[src/hw/rtl/running_leader_time_query_core_macros.svh]
// Assertion helpers shared by the RTL.
// Define ASSERT_OFF to compile the assertions away.
`ifndef RUNNING_LEADER_TIME_QUERY_CORE_MACROS_SVH
`define RUNNING_LEADER_TIME_QUERY_CORE_MACROS_SVH

`ifndef ASSERT_OFF

// same-cycle implication
`define RLTQ_ASSERT_IMP(lbl, clk, rst, ante, cons) \
   lbl: assert property (@(posedge clk) disable iff (rst) (ante) |-> (cons)) \
      else $error("rltq assertion failed");

// next-cycle implication
`define RLTQ_ASSERT_NXT(lbl, clk, rst, ante, cons) \
   lbl: assert property (@(posedge clk) disable iff (rst) (ante) |=> (cons)) \
      else $error("rltq assertion failed");

`else

`define RLTQ_ASSERT_IMP(lbl, clk, rst, ante, cons)
`define RLTQ_ASSERT_NXT(lbl, clk, rst, ante, cons)

`endif

`endif

[src/hw/rtl/rltq_ram.sv]
`timescale 1ns / 1ps

module rltq_ram #(
   parameter int WIDTH = 8,
   parameter int DEPTH = 256
) (
   input  logic                     clock,
   input  logic                     we,
   input  logic [$clog2(DEPTH)-1:0] addr,
   input  logic [WIDTH-1:0]         wdata,
   output logic [WIDTH-1:0]         rdata
);

   logic [WIDTH-1:0] mem_ff [DEPTH];
   logic [WIDTH-1:0] rdata_ff;

   always_ff @(posedge clock) begin
      if (we) begin
         mem_ff[addr] <= wdata;
      end
      rdata_ff <= mem_ff[addr];
   end

   assign rdata = rdata_ff;

endmodule

[config.mk]
export PLATFORM = sky130hd
export DESIGN_NAME = rltq_ram
export DESIGN_NICKNAME = d
export VERILOG_FILES = /design/src/hw/rtl/running_leader_time_query_core_macros.svh /design/src/hw/rtl/rltq_ram.sv
export SDC_FILE = /design/constraint.sdc
export NUM_CORES = 2
export LEC_CHECK = 0
export BUFFER_PORTS_ARGS = -buffer_cell sky130_fd_sc_hd__buf_2
export CAP_MARGIN = 20
export CORE_MARGIN = 2
export CORE_UTILIZATION = 68
export DETAILED_ROUTE_END_ITERATION = 8
export PLACE_DENSITY_LB_ADDON = 0.15
export SYNTH_ARGS = -nofsm -noshare
export SYNTH_HDL_FRONTEND = slang
export SYNTH_SLANG_ARGS = --single-unit
[constraint.sdc]
create_clock -name clock -period 6.3 [get_ports clock]
set_input_delay 0.315 -clock clock [delete_from_list [all_inputs] [get_ports clock]]
set_output_delay 0.315 -clock clock [all_outputs]
set_load 0.005 [all_outputs]
==> results.md <==
| Parameter | This run |
| --- | --- |
| Total die area | 0.118 sq mm |
| Number of clock buffers inserted by TritonCTS | 193 |
| Fraction of synthesized cell area in xor and xnor cells | 0 |
| IR drop worst, VDD | 352 uV |
| Vias in the first global route | 39000 |
| Remaining routing DRC violations | 0 |
| Post-placement cell count | 4926 |
| Insertion delay of the later-clocked pin in the worst-skew pair | 0.78 ns |
| Top-level port count | 26 |
| Fraction of final layout cells with drive strength greater than 1 | 0.247 |
| Total setup violations reported at the end of the flow | 0 |
| Number of distinct library cells after synthesis | 22 |
| Largest stage delay on the critical path | 1.09 ns |
| Critical path fanouts, max | 62 |
| Overflow after GRT | 0 |
| Simple-gate share of the synthesized area | 0.0173 |
| Max-slew headroom | 0.163 |
| Wire length of the first global-routing pass | 276 mm |
| Cell row count | 124 |
| DR vias | 38500 |
| Critical-path top delay cell | sky130_fd_sc_hd__o41ai_1 |
| Sort of element at the end of the critical path | flip-flop |
| Count of antenna-violating nets left after detailed routing | 0 |
| Detailed-route vias per instance | 7.28 |
| F_max | 266 MHz |
| Largest net degree at the start of global routing | 193 |
| Pre-CTS setup slack | 1.93 ns |
| Post-route non-filler standard cell count | 5289 |
| Number of nets in the final layout | 3633 |
| Number of antenna violations at the first check in global routing | 7 |
| Required time at the worst-slack endpoint | 6.83 ns |
| Syn_area_per_cell | 22.1 sq um |
| Worst hold slack across all endpoints | 0.0644 ns |
| Cell area after synthesis | 0.0785 sq mm |
| Synthesized-area fraction occupied by adder cells | 0 |
| Mean routed wirelength per cell | 35.7 um |
| Gr usage total | 0.330 |
| Number of register bits inferred by synthesis | 2056 |
| Combinational family with the most area after synthesis | multiplexers |
| GPL Wtd Cong | 0.832 |
| Maximum level of the CTS H-tree | 4 |
| Placeable core region | 0.114 sq mm |
| Crit path max-delay family | compound AO/OA/AOI/OAI gates |
| Reported leakage power | 26.4 nW |
| Number of pins exceeding their max-slew limit in the final report | 0 |
| Worst Hold Class | input pin to flip-flop |
| Element type at the critical path start | input pin |
| Total negative setup slack | 0 ns |
| Sequential element share of the synthesized area | 0.786 |
| Final core utilization | 0.759 |
| Worst Tran Pin Value | 1.25 ns |
| Area occupied by multi-input gates | 0.0159 sq mm |
| Async set or reset register ratio after synthesis | 0 |
| Final hold viol count | 0 |
| Chip width | 344 um |
| Number of gates resized after cts | 0 |
| Die Span Y | 344 um |
| Postcts setup bufs | 0 |
| TritonRoute pass-1 iters | 6 |
| CTS clk-pin slew, worst paths | 0.06 ns |
| Area added between synthesis and finish | 10.6% |
| Number of maximum-capacitance constraint violations | 0 |
| Run status | finished, final reports clean |
| Most used cells in the layout excluding fill and tap cells | sky130_fd_sc_hd__edfxtp_1 (2048), sky130_fd_sc_hd__mux4_2 (512), sky130_fd_sc_hd__a22oi_1 (256), sky130_fd_sc_hd__nor2_1 (231), sky130_fd_sc_hd__clkbuf_16 (200) |
| Post-detailed-routing wire length | 189 mm |
| Startpoint-to-endpoint class of the critical path | input pin to flip-flop |
| Synth Instances | 3547 |
| Iteration-0 DRC Markers | 5758 |
| Warnings from Yosys | 0 |
| Final HPWL from detailed placement | 104 mm |
| Count of flip-flops with a built-in enable after synthesis | 2048 |
| Syn_nets | 3565 |
| Proportion of synthesized area in mux cells | 0.147 |
| Crit path setup slack, layout | 2.55 ns |
| Number of filler instances in the final layout | 5711 |
| Most common cell after layout, fill and taps aside | sky130_fd_sc_hd__edfxtp_1 |
| Endpoint arrival time on the critical path | 4.28 ns |
| Buf+Inv Stages, Crit Path | 2 |
| PnR Total Power | 28.0 mW |
| Post-route minimum period | 3.75 ns |
| Port Buffer Count | 25 |
| Fin area | 0.0868 sq mm |
| Post-synth top flop | sky130_fd_sc_hd__edfxtp_1 |
| Hold-fix buffers at CTS | 0 |
| FF/Latch Area | 0.0617 sq mm |
| Worst-case clock skew | 0.0245 ns |
| Ordered cell list for the critical path | buf_8 -> buf_4 -> mux4_2 -> a22oi_1 -> a21oi_1 -> o41ai_1 -> nand4_1 |
| Final period util | 0.596 |
| Buffer cell driving the clock tree root | sky130_fd_sc_hd__clkbuf_16 |
| Clock buffer depth | 3 |
| TritonCTS Sinks | 2056 |
| Cell Pwr Density | 322 mW/mm^2 |
| TritonCTS clock tree | done |
| RSZ-0062 raised after global routing | no |
| Complex-gate fraction of the synthesized area | 0.0362 |
| Initial standard-cell utilization of the core | 0.686 |
| Area after DPL | 0.0804 sq mm |
-- power breakdown --
part	switching, mW	total (mW)	internal, mW
sequential	0.0185	15.1	15.1
clock	4.93	11.6	6.70
combinational	0.825	1.24	0.418
total	5.78	28.0	22.2
-- cell families (layout without fill, tap and decap cells) --
group                  after synthesis  in the layout
flip-flops                        2056           2056
multiplexers                       512            512
buffers and inverters              233            461
AND/OR/NAND/NOR                    330            330
AO/OA/AOI/OAI                      416            416
other                                0              2
-- Yosys cell counts, types with 3 or more instances --
cell type,number,share of area
sky130_fd_sc_hd__buf_1,19,0.00091
sky130_fd_sc_hd__buf_2,36,0.0023
sky130_fd_sc_hd__a21oi_1,128,0.0082
sky130_fd_sc_hd__buf_6,16,0.0023
sky130_fd_sc_hd__nand2_1,28,0.0013
sky130_fd_sc_hd__nor2_1,232,0.011
sky130_fd_sc_hd__o41ai_1,32,0.0036
sky130_fd_sc_hd__buf_4,16,0.0015
sky130_fd_sc_hd__a22oi_1,256,0.024
sky130_fd_sc_hd__nand4_1,8,0.00064
sky130_fd_sc_hd__nor3_1,30,0.0019
sky130_fd_sc_hd__edfxtp_1,2048,0.78
sky130_fd_sc_hd__nand2b_1,6,0.00048
sky130_fd_sc_hd__dfxtp_1,8,0.0020
sky130_fd_sc_hd__and2_1,3,0.00024
sky130_fd_sc_hd__clkbuf_1,145,0.0069
sky130_fd_sc_hd__mux4_2,512,0.15
sky130_fd_sc_hd__nand3_1,13,0.00083
sky130_fd_sc_hd__nor2b_1,7,0.00056
-- layout make-up --
| cell class | instances | share of cell area |
|---|---|---|
| Inverter | 1 | 0.0000432 |
| Sequential cell | 2056 | 0.710 |
| Antenna cell | 2 | 0.0000577 |
| Multi-Input combinational cell | 1258 | 0.184 |
| Clock inverter | 117 | 0.0130 |
| Timing Repair Buffer | 105 | 0.0114 |
| Clock buffer | 238 | 0.0595 |
| Tap cell | 1512 | 0.0218 |
-- state kept, by name (all words and copies together) (netlist names) --
register	cells
rdata	8
mem_ff	2048
-- metal layers --
metal,global-route usage,vias to the layer above,part of all wire
met1,0.472,20100,0.35
met2,0.513,2840,0.49
met4,0.122,8,0.039
li1,-,15200,-
met3,0.0766,415,0.12
met5,0,-,0.00023
-- final timing paths --
kind / start / endpoint / slack (ns) / depth (start not counted)
min reg2reg: mem_ff[242][0] / rdata[0] / 1.00 / 5
min: wdata[2] / mem_ff[70][2] / 0.06 / 1
max: addr[1] / rdata[7] / 2.55 / 7
max reg2reg: mem_ff[79][7] / rdata[7] / 3.02 / 5
(Power assumes the default switching activity.)
