**src/hw/rtl/running_leader_time_query_core_macros.svh**
```systemverilog
// Assertion helpers shared by the RTL.
// Define ASSERT_OFF to compile the assertions away.
`ifndef RUNNING_LEADER_TIME_QUERY_CORE_MACROS_SVH
`define RUNNING_LEADER_TIME_QUERY_CORE_MACROS_SVH

`ifndef ASSERT_OFF

// same-cycle implication
`define RLTQ_ASSERT_IMP(lbl, clk, rst, ante, cons) \
   lbl: assert property (@(posedge clk) disable iff (rst) (ante) |-> (cons)) \
      else $error("rltq assertion failed");

// next-cycle implication
`define RLTQ_ASSERT_NXT(lbl, clk, rst, ante, cons) \
   lbl: assert property (@(posedge clk) disable iff (rst) (ante) |=> (cons)) \
      else $error("rltq assertion failed");

`else

`define RLTQ_ASSERT_IMP(lbl, clk, rst, ante, cons)
`define RLTQ_ASSERT_NXT(lbl, clk, rst, ante, cons)

`endif

`endif

```
**src/hw/rtl/rltq_pkg.sv**
```systemverilog
`timescale 1ns / 1ps

package rltq_pkg;

   localparam int CMD_W   = 2;
   localparam int ID_W    = 8;
   localparam int TIME_W  = 31;
   localparam int COUNT_W = 11;
   localparam int ERR_W   = 2;

   localparam logic [COUNT_W-1:0] COUNT_MAX = 11'd2047;

   typedef logic [CMD_W-1:0] cmd_type;
   typedef logic [ERR_W-1:0] err_type;

   localparam cmd_type CMD_VOTE  = 2'd0;
   localparam cmd_type CMD_QUERY = 2'd1;
   localparam cmd_type CMD_CLEAR = 2'd2;

   localparam err_type ERR_OK    = 2'd0;
   localparam err_type ERR_FULL  = 2'd1;
   localparam err_type ERR_ORDER = 2'd2;

   typedef enum logic [2:0] {
      ST_WIPE,
      ST_IDLE,
      ST_VOTE,
      ST_SEARCH,
      ST_DONE
   } state_type;

   typedef struct packed {
      logic [ID_W-1:0] leader_id;
      logic            found;
      err_type         error;
   } res_type;

endpackage

```
**src/hw/rtl/rltq_ctrl.sv**
```systemverilog
`timescale 1ns / 1ps
`include "running_leader_time_query_core_macros.svh"

module rltq_ctrl #(
   parameter int LOG_DEPTH      = 1024,
   parameter int NUM_CANDIDATES = 256
) (
   input  logic                                   clock,
   input  logic                                   reset,
   // item side
   input  logic                                   in_valid,
   output logic                                   in_ready,
   input  rltq_pkg::cmd_type                      in_cmd,
   input  logic [rltq_pkg::ID_W-1:0]              in_person,
   input  logic [rltq_pkg::TIME_W-1:0]            in_timestamp,
   // result side
   input  logic                                   out_free,
   output logic                                   res_valid,
   output rltq_pkg::res_type                      res,
   // counts memory
   output logic                                   cnt_we,
   output logic [$clog2(NUM_CANDIDATES)-1:0]      cnt_addr,
   output logic [rltq_pkg::COUNT_W-1:0]           cnt_wdata,
   input  logic [rltq_pkg::COUNT_W-1:0]           cnt_rdata,
   // time and leader log memory
   output logic                                   log_we,
   output logic [$clog2(LOG_DEPTH)-1:0]           log_addr,
   output logic [rltq_pkg::TIME_W+rltq_pkg::ID_W-1:0] log_wdata,
   input  logic [rltq_pkg::TIME_W+rltq_pkg::ID_W-1:0] log_rdata
);

   import rltq_pkg::*;

   localparam int CAND_W = $clog2(NUM_CANDIDATES);
   localparam int LOG_AW = $clog2(LOG_DEPTH);
   localparam int CNT_W  = $clog2(LOG_DEPTH + 1);
   localparam int EXT_W  = (CAND_W > ID_W) ? CAND_W : ID_W;
   localparam int RED_W  = 20;

   // person modulo candidate count, restoring subtraction over the 8 bits
   function automatic logic [ID_W-1:0] reduce_id(input logic [ID_W-1:0] p);
      logic [RED_W-1:0] r;
      r = RED_W'(p);
      for (int k = ID_W - 1; k >= 0; k--) begin
         if (r >= (RED_W'(NUM_CANDIDATES) << k)) begin
            r = r - (RED_W'(NUM_CANDIDATES) << k);
         end
      end
      return r[ID_W-1:0];
   endfunction

   state_type          state_ff, state_in;
   logic [TIME_W-1:0]  time_ff, time_in;
   logic [ID_W-1:0]    id_ff, id_in;
   logic [CNT_W-1:0]   lo_ff, lo_in;
   logic [CNT_W-1:0]   hi_ff, hi_in;
   logic [CNT_W-1:0]   mid_ff, mid_in;
   logic [ID_W-1:0]    ans_ff, ans_in;
   logic [CNT_W-1:0]   votes_ff, votes_in;
   logic [COUNT_W-1:0] top_ff, top_in;
   logic [ID_W-1:0]    lead_ff, lead_in;
   logic [TIME_W-1:0]  last_ff, last_in;
   logic [CAND_W-1:0]  wipe_ff, wipe_in;
   logic               wipe_rsp_ff, wipe_rsp_in;
   res_type            res_ff, res_in;

   logic               in_fire;
   logic               log_full;
   logic               out_of_order;
   logic [ID_W-1:0]    red_id;
   logic [EXT_W-1:0]   red_ext;
   logic [EXT_W-1:0]   id_ext;
   logic [TIME_W-1:0]  rd_time;
   logic [ID_W-1:0]    rd_lead;
   logic               le;
   logic [CNT_W-1:0]   lo_nx;
   logic [CNT_W-1:0]   hi_nx;
   logic [CNT_W-1:0]   mid_nx;
   logic               more;
   logic [CNT_W-1:0]   mid_first;
   logic [COUNT_W-1:0] cnt_inc;
   logic               takes_lead;
   logic [ID_W-1:0]    new_lead;
   logic               wipe_last;

   assign in_fire      = in_valid && in_ready;
   assign log_full     = (votes_ff == CNT_W'(LOG_DEPTH));
   assign out_of_order = (votes_ff != '0) && (in_timestamp <= last_ff);
   assign red_id       = reduce_id(in_person);
   assign red_ext      = EXT_W'(red_id);
   assign id_ext       = EXT_W'(id_ff);
   assign mid_first    = votes_ff >> 1;

   // search step on the entry read last cycle
   assign rd_time = log_rdata[TIME_W+ID_W-1:ID_W];
   assign rd_lead = log_rdata[ID_W-1:0];
   assign le      = (rd_time <= time_ff);
   assign lo_nx   = le ? (mid_ff + CNT_W'(1)) : lo_ff;
   assign hi_nx   = le ? hi_ff : mid_ff;
   assign more    = (lo_nx < hi_nx);
   assign mid_nx  = lo_nx + ((hi_nx - lo_nx) >> 1);

   // vote update
   assign cnt_inc    = (cnt_rdata == COUNT_MAX) ? cnt_rdata : (cnt_rdata + COUNT_W'(1));
   assign takes_lead = (cnt_inc >= top_ff);
   assign new_lead   = takes_lead ? id_ff : lead_ff;

   assign wipe_last = (wipe_ff == CAND_W'(NUM_CANDIDATES - 1));

   // next state
   always_comb begin
      state_in = state_ff;
      unique case (state_ff)
         ST_WIPE: begin
            if (wipe_last) begin
               state_in = wipe_rsp_ff ? ST_DONE : ST_IDLE;
            end
         end
         ST_IDLE: begin
            if (in_fire) begin
               priority if (in_cmd == CMD_VOTE) begin
                  state_in = (log_full || out_of_order) ? ST_DONE : ST_VOTE;
               end else if (in_cmd == CMD_QUERY) begin
                  state_in = (votes_ff == '0) ? ST_DONE : ST_SEARCH;
               end else if (in_cmd == CMD_CLEAR) begin
                  state_in = ST_WIPE;
               end else begin
                  state_in = ST_DONE;
               end
            end
         end
         ST_VOTE: begin
            state_in = ST_DONE;
         end
         ST_SEARCH: begin
            if (!more) begin
               state_in = ST_DONE;
            end
         end
         ST_DONE: begin
            if (out_free) begin
               state_in = ST_IDLE;
            end
         end
         default: begin
            state_in = ST_IDLE;
         end
      endcase
   end

   // memory controls and handshake
   always_comb begin
      in_ready  = 1'b0;
      res_valid = 1'b0;
      cnt_we    = 1'b0;
      cnt_addr  = red_ext[CAND_W-1:0];
      cnt_wdata = '0;
      log_we    = 1'b0;
      log_addr  = mid_first[LOG_AW-1:0];
      log_wdata = {time_ff, new_lead};
      unique case (state_ff)
         ST_WIPE: begin
            cnt_we   = 1'b1;
            cnt_addr = wipe_ff;
         end
         ST_IDLE: begin
            in_ready = 1'b1;
         end
         ST_VOTE: begin
            cnt_we    = 1'b1;
            cnt_addr  = id_ext[CAND_W-1:0];
            cnt_wdata = cnt_inc;
            log_we    = 1'b1;
            log_addr  = votes_ff[LOG_AW-1:0];
         end
         ST_SEARCH: begin
            log_addr = mid_nx[LOG_AW-1:0];
         end
         ST_DONE: begin
            res_valid = 1'b1;
         end
         default: begin
         end
      endcase
   end

   // datapath registers
   always_comb begin
      time_in     = time_ff;
      id_in       = id_ff;
      lo_in       = lo_ff;
      hi_in       = hi_ff;
      mid_in      = mid_ff;
      ans_in      = ans_ff;
      votes_in    = votes_ff;
      top_in      = top_ff;
      lead_in     = lead_ff;
      last_in     = last_ff;
      wipe_in     = wipe_ff;
      wipe_rsp_in = wipe_rsp_ff;
      res_in      = res_ff;
      unique case (state_ff)
         ST_WIPE: begin
            wipe_in = wipe_ff + CAND_W'(1);
         end
         ST_IDLE: begin
            if (in_fire) begin
               time_in = in_timestamp;
               id_in   = red_id;
               res_in  = '{leader_id: '0, found: 1'b0, error: ERR_OK};
               priority if (in_cmd == CMD_VOTE) begin
                  if (log_full) begin
                     res_in = '{leader_id: lead_ff, found: 1'b1, error: ERR_FULL};
                  end else if (out_of_order) begin
                     res_in = '{leader_id: lead_ff, found: 1'b1, error: ERR_ORDER};
                  end
               end else if (in_cmd == CMD_QUERY) begin
                  lo_in  = '0;
                  hi_in  = votes_ff;
                  mid_in = mid_first;
               end else if (in_cmd == CMD_CLEAR) begin
                  votes_in    = '0;
                  top_in      = '0;
                  lead_in     = '0;
                  wipe_in     = '0;
                  wipe_rsp_in = 1'b1;
               end else begin
               end
            end
         end
         ST_VOTE: begin
            if (takes_lead) begin
               top_in  = cnt_inc;
               lead_in = id_ff;
            end
            votes_in = votes_ff + CNT_W'(1);
            last_in  = time_ff;
            res_in   = '{leader_id: new_lead, found: 1'b1, error: ERR_OK};
         end
         ST_SEARCH: begin
            lo_in  = lo_nx;
            hi_in  = hi_nx;
            mid_in = mid_nx;
            if (le) begin
               ans_in = rd_lead;
            end
            if (!more) begin
               res_in = '{leader_id: (lo_nx == '0) ? '0 : (le ? rd_lead : ans_ff),
                          found: (lo_nx != '0), error: ERR_OK};
            end
         end
         ST_DONE: begin
            wipe_rsp_in = 1'b0;
         end
         default: begin
         end
      endcase
   end

   always_ff @(posedge clock) begin
      if (reset) begin
         state_ff    <= ST_WIPE;
         wipe_ff     <= '0;
         wipe_rsp_ff <= 1'b0;
         votes_ff    <= '0;
         top_ff      <= '0;
         lead_ff     <= '0;
      end else begin
         state_ff    <= state_in;
         wipe_ff     <= wipe_in;
         wipe_rsp_ff <= wipe_rsp_in;
         votes_ff    <= votes_in;
         top_ff      <= top_in;
         lead_ff     <= lead_in;
      end
      time_ff <= time_in;
      id_ff   <= id_in;
      lo_ff   <= lo_in;
      hi_ff   <= hi_in;
      mid_ff  <= mid_in;
      ans_ff  <= ans_in;
      last_ff <= last_in;
      res_ff  <= res_in;
   end

   assign res = res_ff;

   `RLTQ_ASSERT_IMP(a_log_bound, clock, reset, 1'b1, votes_ff <= CNT_W'(LOG_DEPTH))
   `RLTQ_ASSERT_IMP(a_search_window, clock, reset, state_ff == ST_SEARCH, lo_ff < hi_ff)
   `RLTQ_ASSERT_IMP(a_search_mid, clock, reset, state_ff == ST_SEARCH, mid_ff < votes_ff)
   `RLTQ_ASSERT_NXT(a_leave_idle, clock, reset, in_fire, state_ff != ST_IDLE)
   `RLTQ_ASSERT_IMP(a_vote_room, clock, reset, state_ff == ST_VOTE, votes_ff < CNT_W'(LOG_DEPTH))

endmodule

```
**config.mk**
```make
export PLATFORM = sky130hd
export DESIGN_NAME = rltq_ctrl
export DESIGN_NICKNAME = d
export VERILOG_FILES = /design/src/hw/rtl/rltq_pkg.sv /design/src/hw/rtl/rltq_ctrl.sv
export VERILOG_INCLUDE_DIRS = /design/src /design/src/hw/rtl
export SDC_FILE = /design/constraint.sdc
export NUM_CORES = 1
export LEC_CHECK = 0
export ABC_AREA = 1
export BUFFER_PORTS_ARGS = -buffer_cell sky130_fd_sc_hd__buf_2
export CAP_MARGIN = 15
export CORE_AREA = 3 3 102 177
export CTS_BUF_LIST = sky130_fd_sc_hd__clkbuf_8
export DETAILED_ROUTE_END_ITERATION = 10
export DIE_AREA = 0 0 105 180
export PLACE_DENSITY = 0.94
export SLEW_MARGIN = 20
export SYNTH_ARGS = -nofsm -noshare
export SYNTH_HDL_FRONTEND = slang
export SYNTH_SLANG_ARGS = --single-unit
```
**constraint.sdc**
```tcl
create_clock -name clock -period 17.22 [get_ports clock]
set_input_delay 3.444 -clock clock [delete_from_list [all_inputs] [get_ports clock]]
set_output_delay 3.444 -clock clock [all_outputs]
set_load 0.02 [all_outputs]
```
==> results.json, run 1 <==
{
  "outcome": "completed",
  "hold_depth": 2,
  "core_region_area_mm2": 0.0169,
  "synth_adder_area_share": 0.122,
  "synth_compound_area_frac": 0.106,
  "synth_mux_area_frac": 0.0106,
  "startpoint": "log_rdata[18]",
  "initial_utilization": 0.623,
  "clock_skew_ps": 20.3,
  "dp.cells": 1611,
  "synth-simple-area-share": 0.225,
  "ir_drop_v": 0.000112,
  "yosys_register_bits": 164,
  "antenna_found_initial": 1,
  "cts-buffers-inserted": 17,
  "r2r-start": "time_ff[12]$_DFFE_PP_",
  "final_cells": 1646,
  "yosysWarningCount": 0,
  "wirelength_um": 29700,
  "viasPerCell": 5.89,
  "dpl.hpwl_um": 21100,
  "crit_path_top_delay_cell": "fa_1",
  "final_nets": 1601,
  "yosysSeqAreaShare": 0.429,
  "clkTransAtPathRegs_ps": 100,
  "grt_pass1_vias": 9648,
  "multi_input_area_mm2": 0.00511,
  "syn_area_mm2": 0.0105,
  "cellPowerDensity_mw_per_mm2": 104,
  "drv_slew": 0,
  "syn_inst": 1226,
  "ys_types": 51,
  "crit_path_end_kind": "output pin",
  "reg2reg_depth": 30,
  "rows": 63,
  "r2r-end": "mid_ff[10]$_SDFFCE_PN0P_",
  "cts_tree": "yes",
  "drt_first_pass_iters": 6,
  "hold_viol_final": 0,
  "path_delay_family": "simple AND/OR/NAND/NOR gates",
  "holdCritStartpoint": "top_ff[5]$_SDFFE_PP0P_",
  "r2r_setup_slack_ps": 11130,
  "routedWlPerCell_um": 18.0,
  "die_area_mm2": 0.0189,
  "final.min_clock_period_ps": 12420,
  "holdWs_ps": 476,
  "cpPeakStageDelay_ps": 400,
  "critPathKind": "in -> out",
  "htree_levels": 4,
  "cts.sinks": 164,
  "cp.required_ps": 13780,
  "num-fill-cells": 1192,
  "setup_tns_ps": 0,
  "numPortBuffers": 177,
  "drt-initial-drc-count": 849,
  "postRouteAntennaNets": 0,
  "slew_headroom": 0.287,
  "clk_latency_ps": 470,
  "rsz0062_at_grt": "false",
  "cts-root-buf": "clkbuf_8",
  "hold_buffers": 0,
  "grtUsageTotal": 0.300,
  "gp_congestion": 0.957,
  "min_to": "top_ff[5]$_SDFFE_PP0P_",
  "max_freq_mhz": 80.5,
  "final_common_cell": "nand2_1",
  "gr-total-overflow": 0,
  "maxCapViolCount": 0,
  "ctsResizeCount": 0,
  "final.period_utilization": 0.721,
  "grt_max_degree": 49,
  "layout-drive-gt1-share": 0.210,
  "ios": 178,
  "crit_top_cell": "nand2_1",
  "die_w_um": 105,
  "arrival_ps": 8980,
  "seqCellArea_mm2": 0.00450,
  "synth_xor_area_frac": 0.0217,
  "synth_nets": 1422,
  "synth_top_family_by_area": "simple AND/OR/NAND/NOR gates",
  "num_vias": 9695,
  "p_leak_nw": 5.66,
  "worstMarginPinSlew_ps": 1070,
  "grt_pass1_wl_um": 45600,
  "min_path_type": "reg -> reg",
  "fp.dieH_um": 180,
  "remaining_drc_errors": 0,
  "setup_violations": 0,
  "synth_area_per_cell_um2": 8.57,
  "layout_common_cells": "nand2_1, inv_1, buf_2",
  "worst-path-buf-inv": 4,
  "area.growth.synth_to_final_pct": 15.0,
  "critPathLaunchType": "input port",
  "cts_buffer_depth": 2,
  "cts_setup_buffers": 0,
  "path_max_fanout": 34
}
per-stage QoR:
stage | total power (W) | util | setup slack [ps] | instance area, um2
2_1_floorplan | 0.000815 | - | 6280 | 10500
3_3_place_gp | 0.000922 | 0.688 | 5350 | 11600
3_5_place_dp | 0.000938 | 0.688 | 5150 | 11600
4_1_cts | 0.00124 | 0.714 | 5080 | 12000
5_1_grt | 0.00133 | 0.716 | 4350 | 12100
6_report | 0.00126 | 0.716 | 4800 | 12100
worst min-delay path, cell delays in order (launching register included):
cell and delay (ps):
dfxtp_1 320, nand2_1 60, a21oi_1 50
state kept, by name (all words and copies together) (netlist names), 11 cells and up:
name      count
time_ff      31
res          11
mid_ff       11
hi_ff        11
last_ff      31
votes_ff     11
lo_ff        11
top_ff       11
worst max path at each step:
| stage | depth (start not counted) | to | slack [ps] |
|---|---|---|---|
| 3_3_place_gp | 28 | log_addr[8] | 5350 |
| 4_1_cts | 28 | log_addr[8] | 5080 |
| 6_report | 31 | log_addr[8] | 4800 |
| 3_5_place_dp | 28 | log_addr[8] | 5150 |
| 5_1_grt | 31 | log_addr[9] | 4350 |
| 2_1_floorplan | 27 | log_addr[8] | 6280 |
power breakdown:
group	internal (W)	switching (W)
sequential	0.000458	0.0000163
combinational	0.000157	0.000322
clock	0.000139	0.000170
total	0.000753	0.000508
synthesized netlist by cell type, drive strengths merged:
cell type | instances | area, um2
nand2 | 293 | 1170
inv | 209 | 785
edfxtp | 122 | 3660
a21oi | 106 | 538
ha | 99 | 1240
nor2 | 92 | 410
nand3 | 55 | 345
o21ai | 50 | 250
dfxtp | 42 | 841
nor3 | 21 | 125
xor2 | 17 | 149
o221ai | 16 | 140
nand4 | 14 | 115
clkbuf | 13 | 48.8
buf | 11 | 75.1
nand3b | 10 | 125
mux2 | 9 | 101
xnor2 | 9 | 78.8
a21o | 5 | 37.5
or2 | 5 | 31.3
nor4 | 4 | 25.0
a211oi | 3 | 22.5
o21a | 3 | 22.5
a22oi | 2 | 15.0
a31oi | 2 | 12.5
fa | 2 | 40.0
o2111ai | 2 | 17.5
o211ai | 2 | 15.0
o31ai | 2 | 15.0
and2 | 1 | 6.26
and3 | 1 | 6.26
clkinv | 1 | 3.75
mux2i | 1 | 10.0
o22ai | 1 | 6.26
o311ai | 1 | 16.3
kinds of logic (layout without fill, tap and decap cells):
kind of cell | after synthesis | count (layout)
buffers and inverters | 234 | 426
XOR/XNOR | 26 | 26
adder cells (fa/ha/maj) | 101 | 101
AND/OR/NAND/NOR | 496 | 496
other | 0 | 1
AO/OA/AOI/OAI | 195 | 195
multiplexers | 10 | 10
flip-flops | 164 | 164
per-layer routing:
| metal | share of wire | GRT usage |
|---|---|---|
| met2 | 0.52 | 0.556 |
| met5 | 0 | 0 |
| met1 | 0.33 | 0.301 |
| met3 | 0.076 | 0.0568 |
| met4 | 0.071 | 0.189 |
layout make-up:
cell class                 count  share of cell area
timing repair buffer         184              0.0793
antenna                        1            0.000207
inverter                     210              0.0653
tap                          227              0.0235
multi-input combinational    828               0.423
clock buffer                  17              0.0194
clock inverter                15              0.0168
sequential                   164               0.373
Note: power is estimated with default switching activity, not from simulation.
==> inputs of run 2 (changes only) <==
--- a/config.mk
+++ b/config.mk
@@ -9,11 +9,11 @@
 export ABC_AREA = 1
 export BUFFER_PORTS_ARGS = -buffer_cell sky130_fd_sc_hd__buf_2
 export CAP_MARGIN = 15
-export CORE_AREA = 3 3 102 177
+export CORE_AREA = 3 3 111 193
 export CTS_BUF_LIST = sky130_fd_sc_hd__clkbuf_8
 export DETAILED_ROUTE_END_ITERATION = 10
-export DIE_AREA = 0 0 105 180
-export PLACE_DENSITY = 0.94
+export DIE_AREA = 0 0 114 196
+export PLACE_DENSITY = 0.85
 export SLEW_MARGIN = 20
 export SYNTH_ARGS = -nofsm -noshare
 export SYNTH_HDL_FRONTEND = slang
==> constraint.sdc (replaced) <==
create_clock -name clock -period 11.17 [get_ports clock]
set_input_delay 2.234 -clock clock [delete_from_list [all_inputs] [get_ports clock]]
set_output_delay 2.234 -clock clock [all_outputs]
set_load 0.02 [all_outputs]
==> run 2 against run 1 <==
Sequential power grew 53%; clock power grew 35%; core utilization shrank 11 points; routed wire length shrank 11%; first-iteration DRC count shrank 29%; non-clock buffer count is the same; register-to-register slack lost 5600 ps; critical path depth shrank 3; die area grew 18%.
==> results.json, run 2 (synthesized netlist as in run 1, its figures left out) <==
{
  "cts_setup_buffers": 0,
  "cts.sinks": 164,
  "die_area_mm2": 0.0223,
  "wirelength_um": 26300,
  "placed_area_mm2": 0.0116,
  "min_to": "top_ff[10]$_SDFFE_PP0P_",
  "antenna_found_initial": 1,
  "cp.required_ps": 8940,
  "cellPowerDensity_mw_per_mm2": 155,
  "path_max_fanout": 34,
  "path_delay_family": "simple AND/OR/NAND/NOR gates",
  "crit_top_cell": "a21oi_1",
  "final.min_clock_period_ps": 9630,
  "slew_headroom": 0.288,
  "final_cells": 1664,
  "cts-buffers-inserted": 17,
  "r2r_setup_slack_ps": 5570,
  "p_leak_nw": 5.62,
  "gp_congestion": 1.03,
  "crit_path_end_kind": "output pin",
  "worstMarginPinSlew_ps": 1060,
  "num-fill-cells": 1703,
  "clock_skew_ps": 17.2,
  "drt_first_pass_iters": 5,
  "max_freq_mhz": 104,
  "rsz0062_at_grt": "false",
  "die_w_um": 114,
  "setup_violations": 0,
  "clk_latency_ps": 470,
  "holdCritStartpoint": "top_ff[10]$_SDFFE_PP0P_",
  "worst-path-buf-inv": 3,
  "r2r-end": "mid_ff[9]$_DFFE_PP_",
  "cts_tree": "yes",
  "ios": 178,
  "gr-total-overflow": 0,
  "drt-initial-drc-count": 601,
  "dp.cells": 1630,
  "routedWlPerCell_um": 15.8,
  "critPathLaunchType": "input port",
  "final_nets": 1601,
  "layout_common_cells": "nand2_1, inv_1, buf_2",
  "grt_max_degree": 49,
  "initial_utilization": 0.528,
  "maxCapViolCount": 0,
  "final.period_utilization": 0.863,
  "dpl.hpwl_um": 20700,
  "critPathKind": "in -> out",
  "cts_buffer_depth": 2,
  "postLayoutCellArea_mm2": 0.0120,
  "hold_depth": 2,
  "clkTransAtPathRegs_ps": 80,
  "cpPeakStageDelay_ps": 470,
  "largestRegisters": "last_ff (31), time_ff (31)",
  "ctsResizeCount": 0,
  "grtUsageTotal": 0.235,
  "num_vias": 9047,
  "core_region_area_mm2": 0.0199,
  "grt_pass1_wl_um": 42200,
  "numPortBuffers": 177,
  "ir_drop_v": 0.000188,
  "outcome": "completed",
  "cp.depth": 28,
  "area.growth.synth_to_final_pct": 14.4,
  "min_path_type": "reg -> reg",
  "cts-root-buf": "clkbuf_8",
  "r2r-start": "time_ff[13]$_DFFE_PP_",
  "postRouteAntennaNets": 0,
  "rows": 68,
  "crit_path_top_delay_cell": "nand2_4",
  "htree_levels": 4,
  "arrival_ps": 7400,
  "hold_viol_final": 0,
  "setup_tns_ps": 0,
  "hold_buffers": 0,
  "remaining_drc_errors": 0,
  "reg2reg_depth": 27,
  "fp.dieH_um": 196,
  "layout-drive-gt1-share": 0.210,
  "final_common_cell": "nand2_1",
  "drv_slew": 0,
  "viasPerCell": 5.44,
  "grt_pass1_vias": 9219
}
[run 2: worst register-to-register path: stages (launching register included)]
cell and delay, ps:
edfxtp_1 410, inv_1 70, ha_1 290, nand2_2 100, nor2_4 140, inv_2 50
nor2_4 140, nand4_4 350, nand2_4 480, mux2_2 410, ha_1 330, a21oi_1 220
o21ai_0 100, a21oi_1 230, inv_1 70, a21oi_1 210, nor2_1 70, nor2_1 110
xor2_1 150, inv_1 60, ha_1 350, nand2_1 100, nor3_1 220, nand3_1 140
o2111ai_1 130, a21oi_1 90, o21ai_0 130, o21ai_0 160
[run 2: metal layers]
layer	vias to the layer above	wire length [um]	track usage
met5	-	0	0
met4	0	1240	0.129
met3	84	1210	0.0395
met2	323	14200	0.442
met1	4193	9620	0.238
li1	4447	-	-
[run 2: where the power goes]
group	internal, W	leakage, nW	switching, W
Sequential	0.000706	1.47	0.0000231
Clock	0.000184	0.191	0.000231
Combinational	0.000241	3.97	0.000477
[run 2: worst max-delay path by stage]
| stage | slack [ps] | end | startpoint |
|---|---|---|---|
| after CTS | 1530 | log_addr[8] | log_rdata[30] |
| final | 1540 | log_addr[8] | log_rdata[30] |
| after detailed placement | 1530 | log_addr[8] | log_rdata[38] |
| after global routing | 960 | log_addr[8] | log_rdata[30] |
| after floorplan | 2650 | log_addr[8] | log_rdata[38] |
| after global placement | 1750 | log_addr[8] | log_rdata[38] |
[run 2: cell type report]
class | instances | area (um2) | area share
Multi-Input combinational cell | 828 | 5110 | 0.425
Sequential cell | 164 | 4500 | 0.375
Timing Repair Buffer | 184 | 938 | 0.0781
Inverter | 210 | 788 | 0.0656
Tap cell | 245 | 307 | 0.0255
Clock buffer | 18 | 248 | 0.0206
Clock inverter | 14 | 125 | 0.0104
Antenna cell | 1 | 2.50 | 0.000208
[run 2: per-stage QoR]
stage,power (W),setup slack (ps),hold WS (ps),util
floorplan,0.00126,2650,444,-
global placement,0.00143,1750,452,0.584
detailed placement,0.00145,1530,456,0.584
CTS,0.00186,1530,468,0.603
global route,0.00198,958,484,0.604
finish,0.00186,1540,469,0.604
==> inputs of run 3 (changes only) <==
--- a/config.mk
+++ b/config.mk
@@ -9,11 +9,14 @@
 export ABC_AREA = 1
 export BUFFER_PORTS_ARGS = -buffer_cell sky130_fd_sc_hd__buf_2
 export CAP_MARGIN = 15
-export CORE_AREA = 3 3 111 193
+export CELL_PAD_IN_SITES_DETAIL_PLACEMENT = 1
+export CELL_PAD_IN_SITES_GLOBAL_PLACEMENT = 2
+export CORE_AREA = 3 3 141 246
 export CTS_BUF_LIST = sky130_fd_sc_hd__clkbuf_8
 export DETAILED_ROUTE_END_ITERATION = 10
-export DIE_AREA = 0 0 114 196
-export PLACE_DENSITY = 0.85
+export DIE_AREA = 0 0 144 249
+export HOLD_SLACK_MARGIN = 0.02
+export PLACE_DENSITY = 0.86
 export SLEW_MARGIN = 20
 export SYNTH_ARGS = -nofsm -noshare
 export SYNTH_HDL_FRONTEND = slang
==> run 3 against run 2 <==
Sequential power is essentially flat; first-iteration DRC count fell by 58%; final cell count increased by 9.7%; non-clock buffer count increased by 2; clock-buffer cell count unchanged.
==> results.json, run 3 (synthesized netlist as in run 1, its figures left out) <==
{
  "worstMarginPinSlew_ps": 914,
  "area.growth.synth_to_final_pct": 17.0,
  "antenna_found_initial": 1,
  "cts-root-buf": "clkbuf_8",
  "crit_top_cell": "a21oi_1",
  "hold_viol_final": 0,
  "p_leak_nw": 5.67,
  "cp.required_ps": 8940,
  "slew_headroom": 0.389,
  "crit_path_end_kind": "output pin",
  "path_max_fanout": 34,
  "cellPowerDensity_mw_per_mm2": 159,
  "ios": 178,
  "power.total_w": 0.00195,
  "switching_share": 0.395,
  "cts_setup_buffers": 0,
  "postRouteAntennaNets": 0,
  "final_common_cell": "nand2_1",
  "wirelength_um": 31500,
  "remaining_drc_errors": 0,
  "path_delay_family": "simple AND/OR/NAND/NOR gates",
  "ctsResizeCount": 0,
  "crit_path_top_delay_cell": "nand2_4",
  "postLayoutCellArea_mm2": 0.0123,
  "grt_pass1_vias": 9727,
  "drt_first_pass_iters": 5,
  "clock_skew_ps": 21.0,
  "cts.sinks": 164,
  "final.min_clock_period_ps": 9840,
  "min_path_type": "reg -> reg",
  "combPwrFrac": 0.380,
  "cts_tree": "yes",
  "grtUsageTotal": 0.176,
  "clk_latency_ps": 510,
  "max_freq_mhz": 102,
  "cpPeakStageDelay_ps": 490,
  "drt-initial-drc-count": 251,
  "dpl.hpwl_um": 25700,
  "p_int_w": 0.00118,
  "core_region_area_mm2": 0.0329,
  "fp.dieH_um": 249,
  "sequentialPowerShare": 0.375,
  "largestRegisters": "last_ff (31), time_ff (31)",
  "maxCapViolCount": 0,
  "die_area_mm2": 0.0359,
  "cts-buffers-inserted": 17,
  "clkTransAtPathRegs_ps": 90,
  "worst-path-buf-inv": 4,
  "arrival_ps": 7610,
  "hold_buffers": 0,
  "die_w_um": 144,
  "drv_slew": 0,
  "final.period_utilization": 0.881,
  "routedWlPerCell_um": 17.2,
  "gr-total-overflow": 0,
  "cts_buffer_depth": 2,
  "p_clk_frac": 0.245,
  "num_vias": 9040,
  "rows": 88,
  "layout-drive-gt1-share": 0.211,
  "setup_violations": 0,
  "switching_power_w": 0.000770,
  "layout_common_cells": "nand2_1, inv_1, buf_2",
  "gp_congestion": 0.896,
  "ir_drop_v": 0.0000795,
  "critPathLaunchType": "input port",
  "viasPerCell": 4.95,
  "setup_tns_ps": 0,
  "rsz0062_at_grt": "false",
  "htree_levels": 4,
  "numPortBuffers": 177,
  "placed_area_mm2": 0.0119,
  "final_nets": 1603,
  "initial_utilization": 0.319,
  "critPathKind": "in -> out",
  "grt_max_degree": 49,
  "grt_pass1_wl_um": 49500,
  "outcome": "completed"
}
run 3: cell count changes in the layout (fill, tap and decap cells not counted), sizes merged:
cell      change
clkinvlp      -2
clkbuf        -1
buf           +3
clkinv        -5
inv           +5
bufinv        +2
run 3: path summary, 6_finish.rpt:
check | startpoint | end | slack, ps | cells after the start
min | top_ff[10]$_SDFFE_PP0P_ | top_ff[10]$_SDFFE_PP0P_ | 470 | 2
min reg2reg | top_ff[10]$_SDFFE_PP0P_ | top_ff[10]$_SDFFE_PP0P_ | 470 | 2
max reg2reg | time_ff[12]$_DFFE_PP_ | mid_ff[9]$_DFFE_PP_ | 5430 | 27
max | log_rdata[30] | log_addr[9] | 1330 | 28
run 3: metrics by stage:
step	util	instances	setup WS, ps	hold slack, ps
floorplan	-	1226	2650	444
global placement	0.360	1793	1440	452
detailed placement	0.360	1793	1310	455
CTS	0.373	1825	1280	470
global route	0.373	1826	816	489
finish	0.373	1826	1330	469
run 3: area by class of cell:
cell class | instances | area [um2]
Fill cell | 4015 | 20600
Multi-Input combinational cell | 828 | 5110
Sequential cell | 164 | 4500
Timing Repair Buffer | 186 | 953
Inverter | 210 | 788
Tap cell | 405 | 507
Clock buffer | 18 | 248
Clock inverter | 14 | 175
Antenna cell | 1 | 2.50
run 3: power by group through the flow:
stage               registers (W)  clock network, W  logic [W]
CTS                      0.000732          0.000494   0.000749
floorplan                0.000767                 0   0.000488
global placement         0.000744                 0   0.000728
detailed placement       0.000745                 0   0.000745
global route             0.000735          0.000515   0.000832
finish                   0.000731          0.000478   0.000740
run 3: worst register-to-register path: cells and delay by family, from the launching register on:
kind / cells / cell delay [ps]
flops: 1 / 460
fa+ha+maj: 3 / 1000
compound gates: 8 / 1340
buf+inv: 4 / 250
mux: 1 / 420
simple gates: 10 / 1810
xor+xnor: 1 / 180
run 3: per-layer routing:
| metal | up-vias | part of all wire | track usage |
|---|---|---|---|
| li1 | 4444 | - | - |
| met1 | 4361 | 0.36 | 0.170 |
| met2 | 179 | 0.57 | 0.351 |
| met3 | 56 | 0.033 | 0.0279 |
| met4 | 0 | 0.037 | 0.0794 |
| met5 | - | 0 | 0 |
